--- config.mk ---
export PLATFORM = sky130hd
export DESIGN_NAME = imm_sequencer
export DESIGN_NICKNAME = d
export VERILOG_FILES = /design/src/hdl/assert_macros.svh /design/src/hdl/imm_pkg.sv /design/src/hdl/imm_sequencer.sv
export SDC_FILE = /design/constraint.sdc
export NUM_CORES = 1
export LEC_CHECK = 0
export ABC_AREA = 1
export BUFFER_PORTS_ARGS = -buffer_cell sky130_fd_sc_hd__buf_4
export CAP_MARGIN = 25
export CORE_AREA = 2 2 39 41
export CTS_CLUSTER_DIAMETER = 50
export DETAILED_ROUTE_END_ITERATION = 16
export DIE_AREA = 0 0 41 43
export GPL_TIMING_DRIVEN = 0
export MAX_ROUTING_LAYER = met4
export PLACE_DENSITY = 0.53
export RECOVER_POWER = 25
export SETUP_SLACK_MARGIN = 0.15
export SKIP_LAST_GASP = 1
export SLEW_MARGIN = 25
export SYNTH_ARGS = -nofsm -noshare
export SYNTH_HDL_FRONTEND = slang
export SYNTH_SLANG_ARGS = --single-unit
--- constraint.sdc ---
create_clock -name clk -period 1.5 [get_ports clk]
set_input_delay 0.3 -clock clk [delete_from_list [all_inputs] [get_ports clk]]
set_output_delay 0.3 -clock clk [all_outputs]
set_load 0.03 [all_outputs]
--- src/hdl/assert_macros.svh ---
// ----------------------------------------------------------------------------
// Assertion macros shared by the RTL files.
// Every macro samples on the rising edge of clk and is disabled during reset.
// ----------------------------------------------------------------------------
`ifndef ASSERT_MACROS_SVH
`define ASSERT_MACROS_SVH

// The consequent must hold in the same cycle as the antecedent.
`define ASSERT_IMPLIES(label, ante, cons) \
    label: assert property (@(posedge clk) disable iff (!rst_n) (ante) |-> (cons)) \
        else $error("assertion failed: same-cycle implication");

// The consequent must hold in the cycle after the antecedent.
`define ASSERT_NEXT(label, ante, cons) \
    label: assert property (@(posedge clk) disable iff (!rst_n) (ante) |=> (cons)) \
        else $error("assertion failed: next-cycle implication");

// The condition must never be true.
`define ASSERT_NEVER(label, cond) \
    label: assert property (@(posedge clk) disable iff (!rst_n) !(cond)) \
        else $error("assertion failed: forbidden condition");

`endif

--- src/hdl/imm_pkg.sv ---
// ----------------------------------------------------------------------------
// imm_pkg
// Types, constants and the microcode table of the integer matrix multiplier.
// ----------------------------------------------------------------------------
package imm_pkg;

    // Matrix geometry.
    localparam int MAX_DIM = 8;
    localparam int IDX_W   = 3;
    localparam int DIM_W   = 4;
    localparam int DATA_W  = 32;
    localparam int ADDR_W  = 2 * IDX_W;
    localparam int DEPTH   = MAX_DIM * MAX_DIM;

    // Input item modes.
    localparam logic [1:0] MODE_LEFT    = 2'd0;
    localparam logic [1:0] MODE_RIGHT   = 2'd1;
    localparam logic [1:0] MODE_COMPUTE = 2'd2;

    // Configuration register indexes.
    localparam logic [1:0] CFG_LEFT_ROWS  = 2'd0;
    localparam logic [1:0] CFG_INNER_SIZE = 2'd1;
    localparam logic [1:0] CFG_RIGHT_COLS = 2'd2;

    // Microprogram step addresses.
    localparam int STEP_W = 3;
    localparam logic [STEP_W-1:0] STEP_IDLE    = 3'd0;
    localparam logic [STEP_W-1:0] STEP_ISSUE   = 3'd1;
    localparam logic [STEP_W-1:0] STEP_DRAIN_A = 3'd2;
    localparam logic [STEP_W-1:0] STEP_DRAIN_B = 3'd3;
    localparam logic [STEP_W-1:0] STEP_EMIT    = 3'd4;

    // Branch conditions.
    localparam logic [1:0] COND_ALWAYS   = 2'd0;
    localparam logic [1:0] COND_START    = 2'd1;
    localparam logic [1:0] COND_K_LAST   = 2'd2;
    localparam logic [1:0] COND_OUT_FREE = 2'd3;

    // Sizes held in the configuration registers.
    typedef struct packed {
        logic [DIM_W-1:0] left_rows;
        logic [DIM_W-1:0] inner_size;
        logic [DIM_W-1:0] right_cols;
    } dims_t;

    // One control word of the microprogram.
    typedef struct packed {
        logic              accept;
        logic              clr_all;
        logic              issue;
        logic              emit;
        logic              end_on_last;
        logic [1:0]        cond;
        logic [STEP_W-1:0] tgt_true;
        logic [STEP_W-1:0] tgt_false;
    } ctl_word_t;

    // Datapath status seen by the sequencer.
    typedef struct packed {
        logic start;
        logic k_last;
        logic out_free;
        logic entry_last;
    } status_t;

    // Clamp a size register value into 1..MAX_DIM.
    function automatic logic [DIM_W-1:0] imm_clamp_dim(input logic [DIM_W-1:0] v);
        logic [DIM_W-1:0] r;
        if (v == '0)
        begin
            r = DIM_W'(1);
        end
        else if (v > DIM_W'(MAX_DIM))
        begin
            r = DIM_W'(MAX_DIM);
        end
        else
        begin
            r = v;
        end
        return r;
    endfunction

    // Microcode ROM.
    function automatic ctl_word_t imm_ucode(input logic [STEP_W-1:0] step);
        ctl_word_t w;
        w = '0;
        unique case (step)
            STEP_IDLE:
            begin
                w.accept    = 1'b1;
                w.clr_all   = 1'b1;
                w.cond      = COND_START;
                w.tgt_true  = STEP_ISSUE;
                w.tgt_false = STEP_IDLE;
            end
            STEP_ISSUE:
            begin
                w.issue     = 1'b1;
                w.cond      = COND_K_LAST;
                w.tgt_true  = STEP_DRAIN_A;
                w.tgt_false = STEP_ISSUE;
            end
            STEP_DRAIN_A:
            begin
                w.cond      = COND_ALWAYS;
                w.tgt_true  = STEP_DRAIN_B;
                w.tgt_false = STEP_DRAIN_B;
            end
            STEP_DRAIN_B:
            begin
                w.cond      = COND_ALWAYS;
                w.tgt_true  = STEP_EMIT;
                w.tgt_false = STEP_EMIT;
            end
            STEP_EMIT:
            begin
                w.emit        = 1'b1;
                w.end_on_last = 1'b1;
                w.cond        = COND_OUT_FREE;
                w.tgt_true    = STEP_ISSUE;
                w.tgt_false   = STEP_EMIT;
            end
            default:
            begin
                w.cond      = COND_ALWAYS;
                w.tgt_true  = STEP_IDLE;
                w.tgt_false = STEP_IDLE;
            end
        endcase
        return w;
    endfunction

endpackage

--- src/hdl/imm_sequencer.sv ---
// ----------------------------------------------------------------------------
// imm_sequencer
// Step counter and branch unit that fetches control words from the microcode.
// ----------------------------------------------------------------------------
module imm_sequencer (
    input  logic               clk,
    input  logic               rst_n,
    input  imm_pkg::status_t   stat,
    output imm_pkg::ctl_word_t ctl
);

    logic [imm_pkg::STEP_W-1:0] pc_reg;
    logic [imm_pkg::STEP_W-1:0] pc_next;
    logic                       cond_ok;

    // Fetch the control word of the current step.
    assign ctl = imm_pkg::imm_ucode(pc_reg);

    // Evaluate the branch condition selected by the control word.
    always_comb
    begin
        unique case (ctl.cond)
            imm_pkg::COND_ALWAYS:   cond_ok = 1'b1;
            imm_pkg::COND_START:    cond_ok = stat.start;
            imm_pkg::COND_K_LAST:   cond_ok = stat.k_last;
            imm_pkg::COND_OUT_FREE: cond_ok = stat.out_free;
        endcase
    end

    // Choose the next step; the final emitted entry returns to idle.
    always_comb
    begin
        if (!cond_ok)
        begin
            pc_next = ctl.tgt_false;
        end
        else if (ctl.end_on_last && stat.entry_last)
        begin
            pc_next = imm_pkg::STEP_IDLE;
        end
        else
        begin
            pc_next = ctl.tgt_true;
        end
    end

    always_ff @(posedge clk or negedge rst_n)
    begin
        if (!rst_n)
        begin
            pc_reg <= imm_pkg::STEP_IDLE;
        end
        else
        begin
            pc_reg <= pc_next;
        end
    end

endmodule

==> key figures <==
Outcome
  – Status: finished with violations
  – Failing checks: negative setup slack

Logic synthesis
  – Synthesized cell area: 268 sq um
  – Leading post-synthesis cells by cell area: dfrtp_1 (28%), nand2_1 (14%), inv_1 (11%), buf_4 (8.4%), nand3_1 (7.5%)
  – Area leader, netlist: dfrtp_1
  – Syn. warnings: 0
  – Post-Synthesis Cells: 41
  – Mapped Nets: 47
  – Sequential element share of the synthesized area: 0.280
  – #FFs+latches synth: 3
  – Synth cell types: 14
  – Synth top area share: 0.280
  – Synth Area per Inst: 6.53 sq um

Clocking
  – Cts bufs inserted: 3
  – CTS clk-pin slew, worst paths: 0.03 ns
  – Clock Path Buffers: 2
  – Level count of the clock H-tree: 1
  – Root buf cell: clkbuf_4
  – Clock latency on the worst-skew pair: 0.23 ns
  – Sink Count: 3
  – CTS tree: yes

Route
  – DR top layer: met4
  – DRC viols: 0
  – DRT antenna net count: 0
  – Routed length on met2: 478 microns
  – 1st-pass router iterations: 4
  – Wl on met1: 289 microns
  – Routed wire length: 803 microns
  – WL met3: 32 microns
  – Via density: 4.31
  – Vias: 379
  – Starting DRT DRC Count: 1
  – Routed len/inst: 9.13 microns

Worst setup path
  – Register-to-Register Path Depth: 8
  – Crit. End Element: output port
  – Worst setup SP type: flip-flop
  – Worst EP arrival: 1.23 ns
  – CP Class: reg -> out
  – Crit path capture: ctl[4]
  – Critical path data required time: 1.20 ns
  – Reg2reg end: pc_reg[0]
  – Worst Setup SP: pc_reg[2]
  – FF-to-FF setup slack: 0.24 ns
  – RR Startpoint: pc_reg[1]
  – CP Max Fanout: 4

STA
  – Setup Skew: 0.000356 ns
  – Unrepaired setup endpoints after global routing: true
  – # setup viols final: 5
  – Slew @ Worst Pin: 0.161 ns
  – Total Neg Setup Slack: -0.0896 ns
  – Worst Setup Slack, final: -0.0303 ns
  – Post-route minimum period: 1.53 ns
  – Final hold vios: 0
  – Final period utilization: 1.02
  – Max-slew headroom: 0.893
  – Final Slew Violations: 0
  – Fmax: 653 MHz

Global route
  – Remaining global-route overflow: 0
  – Global-route wire length before repair: 1400 microns
  – Antenna violations before repair: 0
  – Largest net degree at the start of global routing: 6
  – GRT Total Usage: 0.120
  – Vias in the first global route: 366

Finish
  – Register Area: 78.8 sq um
  – Number of diodes: 0
  – Area growth, synth to finish: 132%
  – Layout cells sized above 1: 0.722
  – Max reg flops: 3
  – Most common cell after layout, fill and taps aside: buf_4
  – Most frequent cells in the layout: buf_4 (19), buf_6 (9), nand2_1 (6), inv_1 (5)
  – Multi-input logic area: 194 sq um
  – Fillers: 151
  – Final nets: 79

Worst hold path
  – Worst hold path type: in -> async

Floorplan
  – Die Height: 43 microns
  – CORE AREA: 1380 sq um
  – Row cnt: 14
  – Starting Density: 0.193
  – Die area: 1760 sq um
  – I/O pins: 19
  – Chip Width: 41 microns

Flow run
  – Max-cap viol count: 0

Placed design
  – IO Port Bufs: 18
  – Routability cong.: 0.796
  – DP HPWL: 569 microns
## per-layer routing
metal,vias to the layer above,global-route usage
li1,184,-
met1,178,0.140
met2,15,0.184
met3,2,0
met4,0,0.0933
met5,-,-
## synth_stat cells
library cell  instances
nor2_1                2
a21oi_1               1
nor3_2                1
nor2_4                1
inv_2                 2
buf_4                 3
nand3_1               4
nand4_1               2
nor2_2                1
nand2_2               2
nand2_1              10
dfrtp_1               3
nand3_2               1
inv_1                 8
## critical path, cell delays in order, from the launching register on
cell and delay (ns):
dfrtp_2 0.45, nor2_4 0.13, nand2_2 0.10, nand2_4 0.09, buf_4 0.10, buf_4 0.14
## worst min path at each step
| stage | to | slack [ns] | cells past startpoint |
|---|---|---|---|
| 6_report | pc_reg[0] | 0.40 | 2 |
| 5_1_grt | pc_reg[1] | 0.41 | 2 |
| 4_1_cts | pc_reg[0] | 0.38 | 2 |
| 3_5_place_dp | pc_reg[0] | 0.09 | 1 |
| 3_3_place_gp | pc_reg[0] | 0.09 | 1 |
| 2_1_floorplan | pc_reg[0] | 0.004 | 0 |
## cells by family after synthesis
logic type             synth area share
flip-flops                        0.280
AO/OA/AOI/OAI                    0.0187
AND/OR/NAND/NOR                   0.477
buffers and inverters             0.224
## timing repair
item / 4_1_cts / 5_1_grt
endpoints found under the hold margin: 3 / 0
gates resized for setup: 15 / 3
pin swaps: 4 / 2
hold buffers: 1 / 0
setup buffers: 5 / 3
endpoints found under the setup margin: 12 / 13
## metrics by stage
stage / hold WS, ns / instance area, sq um / setup WS (ns) / instances / util
after floorplan: 0.00441 / 315 / 0.103 / 41 / -
after global placement: 0.0890 / 470 / 0.0538 / 75 / 0.340
after detailed placement: 0.0901 / 470 / 0.0600 / 75 / 0.340
after CTS: 0.383 / 593 / -0.0358 / 85 / 0.429
after global routing: 0.408 / 622 / -0.105 / 88 / 0.449
final: 0.405 / 622 / -0.0303 / 88 / 0.449
## final cells by class
type                    count  share of cell area
clock buffers               4              0.0423
flip-flops and latches      3               0.127
well taps                  16              0.0322
multi-input cells          25               0.312
inverters                  10              0.0724
plain buffers               3              0.0423
repair buffers             27               0.372
Power is left out: the tool's default activity adds up to more than one toggle a clock period on the data nets, which glitch-free logic cannot reach.
