## config.mk

```make
export PLATFORM = sky130hd
export DESIGN_NAME = imm_datapath
export DESIGN_NICKNAME = d
export VERILOG_FILES = /design/src/hdl/assert_macros.svh /design/src/hdl/imm_pkg.sv /design/src/hdl/imm_ram.sv /design/src/hdl/imm_datapath.sv
export SDC_FILE = /design/constraint.sdc
export NUM_CORES = 2
export LEC_CHECK = 0
export BUFFER_PORTS_ARGS = -buffer_cell sky130_fd_sc_hd__buf_2
export CAP_MARGIN = 20
export CORE_AREA = 3 3 536 538
export DETAILED_ROUTE_END_ITERATION = 16
export DIE_AREA = 0 0 539 541
export HOLD_SLACK_MARGIN = 0.1
export PLACE_DENSITY = 0.79
export SYNTH_ARGS = -nofsm -noshare
export SYNTH_HDL_FRONTEND = slang
export SYNTH_HIERARCHICAL = 1
export SYNTH_SLANG_ARGS = --single-unit
```

## constraint.sdc

```tcl
create_clock -name clk -period 8.2 [get_ports clk]
set_input_delay 1.23 -clock clk [delete_from_list [all_inputs] [get_ports clk]]
set_output_delay 1.23 -clock clk [all_outputs]
set_load 0.03 [all_outputs]
```

## src/hdl/assert_macros.svh

```systemverilog
// ----------------------------------------------------------------------------
// Assertion macros shared by the RTL files.
// Every macro samples on the rising edge of clk and is disabled during reset.
// ----------------------------------------------------------------------------
`ifndef ASSERT_MACROS_SVH
`define ASSERT_MACROS_SVH

// The consequent must hold in the same cycle as the antecedent.
`define ASSERT_IMPLIES(label, ante, cons) \
    label: assert property (@(posedge clk) disable iff (!rst_n) (ante) |-> (cons)) \
        else $error("assertion failed: same-cycle implication");

// The consequent must hold in the cycle after the antecedent.
`define ASSERT_NEXT(label, ante, cons) \
    label: assert property (@(posedge clk) disable iff (!rst_n) (ante) |=> (cons)) \
        else $error("assertion failed: next-cycle implication");

// The condition must never be true.
`define ASSERT_NEVER(label, cond) \
    label: assert property (@(posedge clk) disable iff (!rst_n) !(cond)) \
        else $error("assertion failed: forbidden condition");

`endif

```

## src/hdl/imm_pkg.sv

```systemverilog
// ----------------------------------------------------------------------------
// imm_pkg
// Types, constants and the microcode table of the integer matrix multiplier.
// ----------------------------------------------------------------------------
package imm_pkg;

    // Matrix geometry.
    localparam int MAX_DIM = 8;
    localparam int IDX_W   = 3;
    localparam int DIM_W   = 4;
    localparam int DATA_W  = 32;
    localparam int ADDR_W  = 2 * IDX_W;
    localparam int DEPTH   = MAX_DIM * MAX_DIM;

    // Input item modes.
    localparam logic [1:0] MODE_LEFT    = 2'd0;
    localparam logic [1:0] MODE_RIGHT   = 2'd1;
    localparam logic [1:0] MODE_COMPUTE = 2'd2;

    // Configuration register indexes.
    localparam logic [1:0] CFG_LEFT_ROWS  = 2'd0;
    localparam logic [1:0] CFG_INNER_SIZE = 2'd1;
    localparam logic [1:0] CFG_RIGHT_COLS = 2'd2;

    // Microprogram step addresses.
    localparam int STEP_W = 3;
    localparam logic [STEP_W-1:0] STEP_IDLE    = 3'd0;
    localparam logic [STEP_W-1:0] STEP_ISSUE   = 3'd1;
    localparam logic [STEP_W-1:0] STEP_DRAIN_A = 3'd2;
    localparam logic [STEP_W-1:0] STEP_DRAIN_B = 3'd3;
    localparam logic [STEP_W-1:0] STEP_EMIT    = 3'd4;

    // Branch conditions.
    localparam logic [1:0] COND_ALWAYS   = 2'd0;
    localparam logic [1:0] COND_START    = 2'd1;
    localparam logic [1:0] COND_K_LAST   = 2'd2;
    localparam logic [1:0] COND_OUT_FREE = 2'd3;

    // Sizes held in the configuration registers.
    typedef struct packed {
        logic [DIM_W-1:0] left_rows;
        logic [DIM_W-1:0] inner_size;
        logic [DIM_W-1:0] right_cols;
    } dims_t;

    // One control word of the microprogram.
    typedef struct packed {
        logic              accept;
        logic              clr_all;
        logic              issue;
        logic              emit;
        logic              end_on_last;
        logic [1:0]        cond;
        logic [STEP_W-1:0] tgt_true;
        logic [STEP_W-1:0] tgt_false;
    } ctl_word_t;

    // Datapath status seen by the sequencer.
    typedef struct packed {
        logic start;
        logic k_last;
        logic out_free;
        logic entry_last;
    } status_t;

    // Clamp a size register value into 1..MAX_DIM.
    function automatic logic [DIM_W-1:0] imm_clamp_dim(input logic [DIM_W-1:0] v);
        logic [DIM_W-1:0] r;
        if (v == '0)
        begin
            r = DIM_W'(1);
        end
        else if (v > DIM_W'(MAX_DIM))
        begin
            r = DIM_W'(MAX_DIM);
        end
        else
        begin
            r = v;
        end
        return r;
    endfunction

    // Microcode ROM.
    function automatic ctl_word_t imm_ucode(input logic [STEP_W-1:0] step);
        ctl_word_t w;
        w = '0;
        unique case (step)
            STEP_IDLE:
            begin
                w.accept    = 1'b1;
                w.clr_all   = 1'b1;
                w.cond      = COND_START;
                w.tgt_true  = STEP_ISSUE;
                w.tgt_false = STEP_IDLE;
            end
            STEP_ISSUE:
            begin
                w.issue     = 1'b1;
                w.cond      = COND_K_LAST;
                w.tgt_true  = STEP_DRAIN_A;
                w.tgt_false = STEP_ISSUE;
            end
            STEP_DRAIN_A:
            begin
                w.cond      = COND_ALWAYS;
                w.tgt_true  = STEP_DRAIN_B;
                w.tgt_false = STEP_DRAIN_B;
            end
            STEP_DRAIN_B:
            begin
                w.cond      = COND_ALWAYS;
                w.tgt_true  = STEP_EMIT;
                w.tgt_false = STEP_EMIT;
            end
            STEP_EMIT:
            begin
                w.emit        = 1'b1;
                w.end_on_last = 1'b1;
                w.cond        = COND_OUT_FREE;
                w.tgt_true    = STEP_ISSUE;
                w.tgt_false   = STEP_EMIT;
            end
            default:
            begin
                w.cond      = COND_ALWAYS;
                w.tgt_true  = STEP_IDLE;
                w.tgt_false = STEP_IDLE;
            end
        endcase
        return w;
    endfunction

endpackage

```

## src/hdl/imm_ram.sv

```systemverilog
// ----------------------------------------------------------------------------
// imm_ram
// Generic single-write, single-read RAM with a registered read port.
// ----------------------------------------------------------------------------
module imm_ram #(
    parameter int WIDTH = 32,
    parameter int DEPTH = 64
) (
    input  logic                     clk,
    input  logic                     we,
    input  logic [$clog2(DEPTH)-1:0] waddr,
    input  logic [WIDTH-1:0]         wdata,
    input  logic [$clog2(DEPTH)-1:0] raddr,
    output logic [WIDTH-1:0]         rdata
);

    logic [WIDTH-1:0] mem [DEPTH];

    // Write port and registered read port.
    always_ff @(posedge clk)
    begin
        if (we)
        begin
            mem[waddr] <= wdata;
        end
        rdata <= mem[raddr];
    end

endmodule

```

## src/hdl/imm_datapath.sv

```systemverilog
// ----------------------------------------------------------------------------
// imm_datapath
// Matrix stores, index counters, multiply-accumulate pipe and output register.
// ----------------------------------------------------------------------------
module imm_datapath (
    input  logic                              clk,
    input  logic                              rst_n,
    input  imm_pkg::ctl_word_t                ctl,
    input  imm_pkg::dims_t                    dims,
    output imm_pkg::status_t                  stat,
    input  logic                              in_valid,
    input  logic [1:0]                        mode,
    input  logic [imm_pkg::IDX_W-1:0]         row_index,
    input  logic [imm_pkg::IDX_W-1:0]         col_index,
    input  logic signed [imm_pkg::DATA_W-1:0] entry_value,
    output logic                              out_valid,
    input  logic                              out_ready,
    output logic [imm_pkg::IDX_W-1:0]         out_row,
    output logic [imm_pkg::IDX_W-1:0]         out_col,
    output logic signed [imm_pkg::DATA_W-1:0] product_value,
    output logic                              last_entry
);

    logic                          in_fire;
    logic                          emit_fire;
    logic                          row_last;
    logic [imm_pkg::IDX_W-1:0]     r_reg;
    logic [imm_pkg::IDX_W-1:0]     c_reg;
    logic [imm_pkg::IDX_W-1:0]     k_reg;
    logic                          rd_v_reg;
    logic                          prod_v_reg;
    logic [imm_pkg::DATA_W-1:0]    prod_reg;
    logic [imm_pkg::DATA_W-1:0]    prod_next;
    logic [imm_pkg::DATA_W-1:0]    acc_reg;
    logic [imm_pkg::DATA_W-1:0]    left_rdata;
    logic [imm_pkg::DATA_W-1:0]    right_rdata;
    logic [imm_pkg::ADDR_W-1:0]    waddr;
    logic                          left_we;
    logic                          right_we;
    logic                          out_valid_reg;
    logic [imm_pkg::IDX_W-1:0]     out_row_reg;
    logic [imm_pkg::IDX_W-1:0]     out_col_reg;
    logic [imm_pkg::DATA_W-1:0]    out_value_reg;
    logic                          out_last_reg;

    // Input transaction and store writes.
    assign in_fire  = in_valid && ctl.accept;
    assign waddr    = {row_index, col_index};
    assign left_we  = in_fire && (mode == imm_pkg::MODE_LEFT);
    assign right_we = in_fire && (mode == imm_pkg::MODE_RIGHT);

    // Status for the sequencer.
    assign row_last        = {1'b0, r_reg} == (dims.left_rows - imm_pkg::DIM_W'(1));
    assign stat.start      = in_fire && (mode == imm_pkg::MODE_COMPUTE);
    assign stat.k_last     = {1'b0, k_reg} == (dims.inner_size - imm_pkg::DIM_W'(1));
    assign stat.out_free   = !out_valid_reg || out_ready;
    assign stat.entry_last = row_last
        && ({1'b0, c_reg} == (dims.right_cols - imm_pkg::DIM_W'(1)));
    assign emit_fire       = ctl.emit && stat.out_free;

    imm_ram #(
        .WIDTH (imm_pkg::DATA_W),
        .DEPTH (imm_pkg::DEPTH)
    ) u_left_store (
        .clk   (clk),
        .we    (left_we),
        .waddr (waddr),
        .wdata (entry_value),
        .raddr ({r_reg, k_reg}),
        .rdata (left_rdata)
    );

    imm_ram #(
        .WIDTH (imm_pkg::DATA_W),
        .DEPTH (imm_pkg::DEPTH)
    ) u_right_store (
        .clk   (clk),
        .we    (right_we),
        .waddr (waddr),
        .wdata (entry_value),
        .raddr ({k_reg, c_reg}),
        .rdata (right_rdata)
    );

    // Index counters: k walks the inner dimension, r and c walk the product.
    always_ff @(posedge clk or negedge rst_n)
    begin
        if (!rst_n)
        begin
            r_reg <= '0;
            c_reg <= '0;
            k_reg <= '0;
        end
        else if (ctl.clr_all)
        begin
            r_reg <= '0;
            c_reg <= '0;
            k_reg <= '0;
        end
        else if (emit_fire)
        begin
            k_reg <= '0;
            if (row_last)
            begin
                r_reg <= '0;
                c_reg <= c_reg + imm_pkg::IDX_W'(1);
            end
            else
            begin
                r_reg <= r_reg + imm_pkg::IDX_W'(1);
            end
        end
        else if (ctl.issue)
        begin
            k_reg <= k_reg + imm_pkg::IDX_W'(1);
        end
    end

    // Valid flags that follow each read through the multiply pipe.
    always_ff @(posedge clk or negedge rst_n)
    begin
        if (!rst_n)
        begin
            rd_v_reg   <= 1'b0;
            prod_v_reg <= 1'b0;
        end
        else
        begin
            rd_v_reg   <= ctl.issue;
            prod_v_reg <= rd_v_reg;
        end
    end

    // Low 32 bits of the product are the same for signed and unsigned operands.
    assign prod_next = left_rdata * right_rdata;

    always_ff @(posedge clk)
    begin
        prod_reg <= prod_next;
    end

    // Accumulator, cleared in idle and when an entry leaves for the output register.
    always_ff @(posedge clk or negedge rst_n)
    begin
        if (!rst_n)
        begin
            acc_reg <= '0;
        end
        else if (ctl.clr_all || emit_fire)
        begin
            acc_reg <= '0;
        end
        else if (prod_v_reg)
        begin
            acc_reg <= acc_reg + prod_reg;
        end
    end

    // Output register valid flag.
    always_ff @(posedge clk or negedge rst_n)
    begin
        if (!rst_n)
        begin
            out_valid_reg <= 1'b0;
        end
        else if (emit_fire)
        begin
            out_valid_reg <= 1'b1;
        end
        else if (out_ready)
        begin
            out_valid_reg <= 1'b0;
        end
    end

    // Output payload.
    always_ff @(posedge clk)
    begin
        if (emit_fire)
        begin
            out_row_reg   <= r_reg;
            out_col_reg   <= c_reg;
            out_value_reg <= acc_reg;
            out_last_reg  <= stat.entry_last;
        end
    end

    assign out_valid     = out_valid_reg;
    assign out_row       = out_row_reg;
    assign out_col       = out_col_reg;
    assign product_value = out_value_reg;
    assign last_entry    = out_last_reg;

endmodule
```

==> results.cfg <==
[detailed_routing]
drtPass1Iterations = 6
num_vias = 93861
routed_wl_microns = 489000
drc_errors = 0
routedWlPerCell_microns = 36.9
drt-initial-drc-count = 14927
ant_nets = 0
post_drt_via_cell_ratio = 7.07

[cts]
cts_tree = done
clockBufferDepth = 4
cts_resized = 0
cts.sinks = 4275
clkSlewWorstSetupHoldPaths_ns = 0.07
clkLatencyLatePin_ns = 0.97
root_buffer = clkbuf_16
cts_inserted_buffers = 408
holdBufCountCts = 0
cts.htree.levels = 5
cts_setup_buffers = 0

[power_and_ir_drop]
power.internal_uw = 50600
power.share.clock_pct = 23.1
switching_share_pct = 36.7
p_leak_uw = 0.0633
p_switching_uw = 29400
ir_worst_vdd_uv = 2910
seqPwrFrac_pct = 31.1
combPwrFrac_pct = 45.7
power.density_nw_per_um2 = 405

[placed_design]
place_congestion = 0.904
portBuffers = 103
place_hpwl_microns = 256000
placed_area_sq_um = 185000

[cells_and_area]
nFillCells = 15838
drive_above_1_share_pct = 23.2
design_area_sq_um = 197000
reg_top3 = u_left_store/mem: 2048 flops, u_right_store/mem: 2048 flops
register_area_sq_um = 127000
multiInputGateArea_sq_um = 48200
final_nets = 9834
syn2layout_area_growth_pct = 10.8

[timing]
setup_tns_ns = 0
finalCriticalPeriod_ns = 7.51
slew_headroom_pct = 12.7
finalSetupViolCount = 0
fin_crit_sh_pct = 91.6
finalClockSkew_ns = 0.0759
rsz0062_at_grt = no
tightest_slew_ns = 1.30
max_freq_ghz = 0.133
hold_violations = 0
drv_slew = 0

[setup_path]
cp-end-kind = flip-flop
critPathKind = flip-flop to flip-flop
rrSetupSlack_ns = 0.69
r2r-end = prod_reg[30]
crit_fanout = 16
cp-start-kind = flip-flop
ff2ff_path_depth = 23
worstReg2RegStart = u_right_store/rdata[6]
arrival_ns = 8.31
required_ns = 9.00

[grt]
grt_max_degree = 109
grt_pass1_vias = 98145
antenna_found_initial = 30
grt_use_total_pct = 33.9
gr-total-overflow = 0
grt_pass1_wl_microns = 704000

[synth]
synth_top_area_cell = edfxtp_1
ys_ff_latch = 4275
synthAdderAreaFrac_pct = 5.72
synth_enable_flop_cells = 4135
yosysWarnings = 6
synth.yosys.seq_area_share_pct = 71.4
syn_inst = 8866
yosys_most_used_dff = edfxtp_1
syn_nets = 9504
synth_commonest_cells = edfxtp_1 (4,135), mux4_2 (1,088), inv_1 (410), fa_1 (409), nor2_1 (332)
synth_compound_area_share_pct = 2.17
yosysUniqueCellTypes = 77
synth_top_family_by_area = multiplexers
syn_avg_cell_area_sq_um = 20.1
synth_xor_area_share_pct = 0.624
synth_area_leaders = edfxtp_1 (70%), mux4_2 (14%), fa_1 (4.6%)
synth_most_common_cell = edfxtp_1
async_flop_share_pct = 1.03
synth-simple-area-share_pct = 3.09
synth_top_area_share_pct = 69.7
muxShareOfSynthArea_pct = 14.9
syn_area_sq_um = 178000

[outcome]
status = finished, final reports clean

[die]
initial_core_util_pct = 63.1
ios = 113
die-area_sq_um = 292000
core_area_sq_um = 283000
die_w_microns = 539
die_h_microns = 541
fp-row-count = 195

[hold_path]
min_path_type = input pin to asynchronous set/reset pin

[job]
maxCapViolations = 0
## through the flow
step                power, uW  cells  setup slack (ns)  utilization, %  hold slack [ns]
detailed placement      62000  12525             0.751            65.3            0.341
finish                  80000  13277             0.691            69.9            0.230
global placement        61100  12523             0.837            65.3            0.336
floorplan               55100   8866              1.37               -            0.331
global route            83800  13274             0.508            69.9            0.240
CTS                     80300  13262             0.739            69.9            0.364
## worst max-delay path, cell delays in order, from the launching register on
cell and delay (ns):
dfxtp_1 0.80, buf_4 0.30, nand2_1 0.09, fa_1 0.51, fa_1 0.46, fa_1 0.47
fa_1 0.52, inv_1 0.06, fa_1 0.50, inv_1 0.06, fa_1 0.54, inv_1 0.06
fa_1 0.39, fa_1 0.48, ha_1 0.35, a21o_1 0.22, a21o_1 0.20, a21oi_1 0.14
o21ai_1 0.09, a21o_1 0.18, a21oi_1 0.21, or4b_1 0.51, nand2_1 0.12, o311ai_1 0.10
## cells in the final DEF (no fill, tap or decap), drive strengths merged, types with 17 or more instances in the layout
cell type,synthesis,layout
o22ai,173,173
xor2,28,28
ha,160,160
dfrtp,44,44
and2,294,294
o221ai,54,54
nor3,32,32
a22oi,24,24
dfxtp,96,96
mux4,1088,1088
nor2b,35,35
fa,409,409
buf,221,383
and3,17,17
nor2,333,333
o21ai,31,31
nand2b,24,24
nand3,17,17
a21oi,180,180
clkinvlp,0,17
bufinv,0,28
clkinv,1,173
a311oi,19,19
xnor2,99,99
nand2,330,330
clkbuf,243,509
mux2i,206,206
inv,410,422
edfxtp,4135,4135
a21o,26,26
## worst max-delay path by stage
stage / from / to / slack [ns]
after floorplan: u_right_store/rdata[2] / prod_reg[30] / 1.37
after global placement: u_right_store/rdata[7] / prod_reg[30] / 0.84
after detailed placement: u_right_store/rdata[7] / prod_reg[30] / 0.75
after CTS: u_right_store/rdata[7] / prod_reg[30] / 0.74
after global routing: u_right_store/rdata[6] / prod_reg[30] / 0.51
final: u_right_store/rdata[6] / prod_reg[30] / 0.69
## power groups by stage
stage / logic (uW) / clock network, uW / registers (uW)
after detailed placement: 36700 / 0 / 25400
final: 36600 / 18500 / 24900
after global placement: 35700 / 0 / 25300
after global routing: 39600 / 19400 / 24900
after floorplan: 29700 / 0 / 25300
after CTS: 36800 / 18600 / 24900
## layout make-up
class	instances	area share, %
timing repair buffer	384	1.49
clock buffer	508	5.50
sequential	4275	64.4
tap	3743	2.37
antenna	11	0.0139
inverter	411	0.781
multi-input combinational	3716	24.4
clock inverter	229	0.985
## kinds of logic after synthesis
group	count (synthesis)
AO/OA/AOI/OAI	581
XOR/XNOR	127
adder cells (fa/ha/maj)	569
buffers and inverters	875
flip-flops	4275
multiplexers	1296
AND/OR/NAND/NOR	1143
## layer usage
metal / up-vias / part of all wire (%) / GRT usage (%)
li1: 35873 / - / -
met1: 48582 / 32 / 44.0
met2: 7884 / 49 / 54.4
met3: 1512 / 13 / 8.88
met4: 10 / 5.6 / 16.5
met5: - / 0.012 / 0
(Power assumes the default switching activity.)
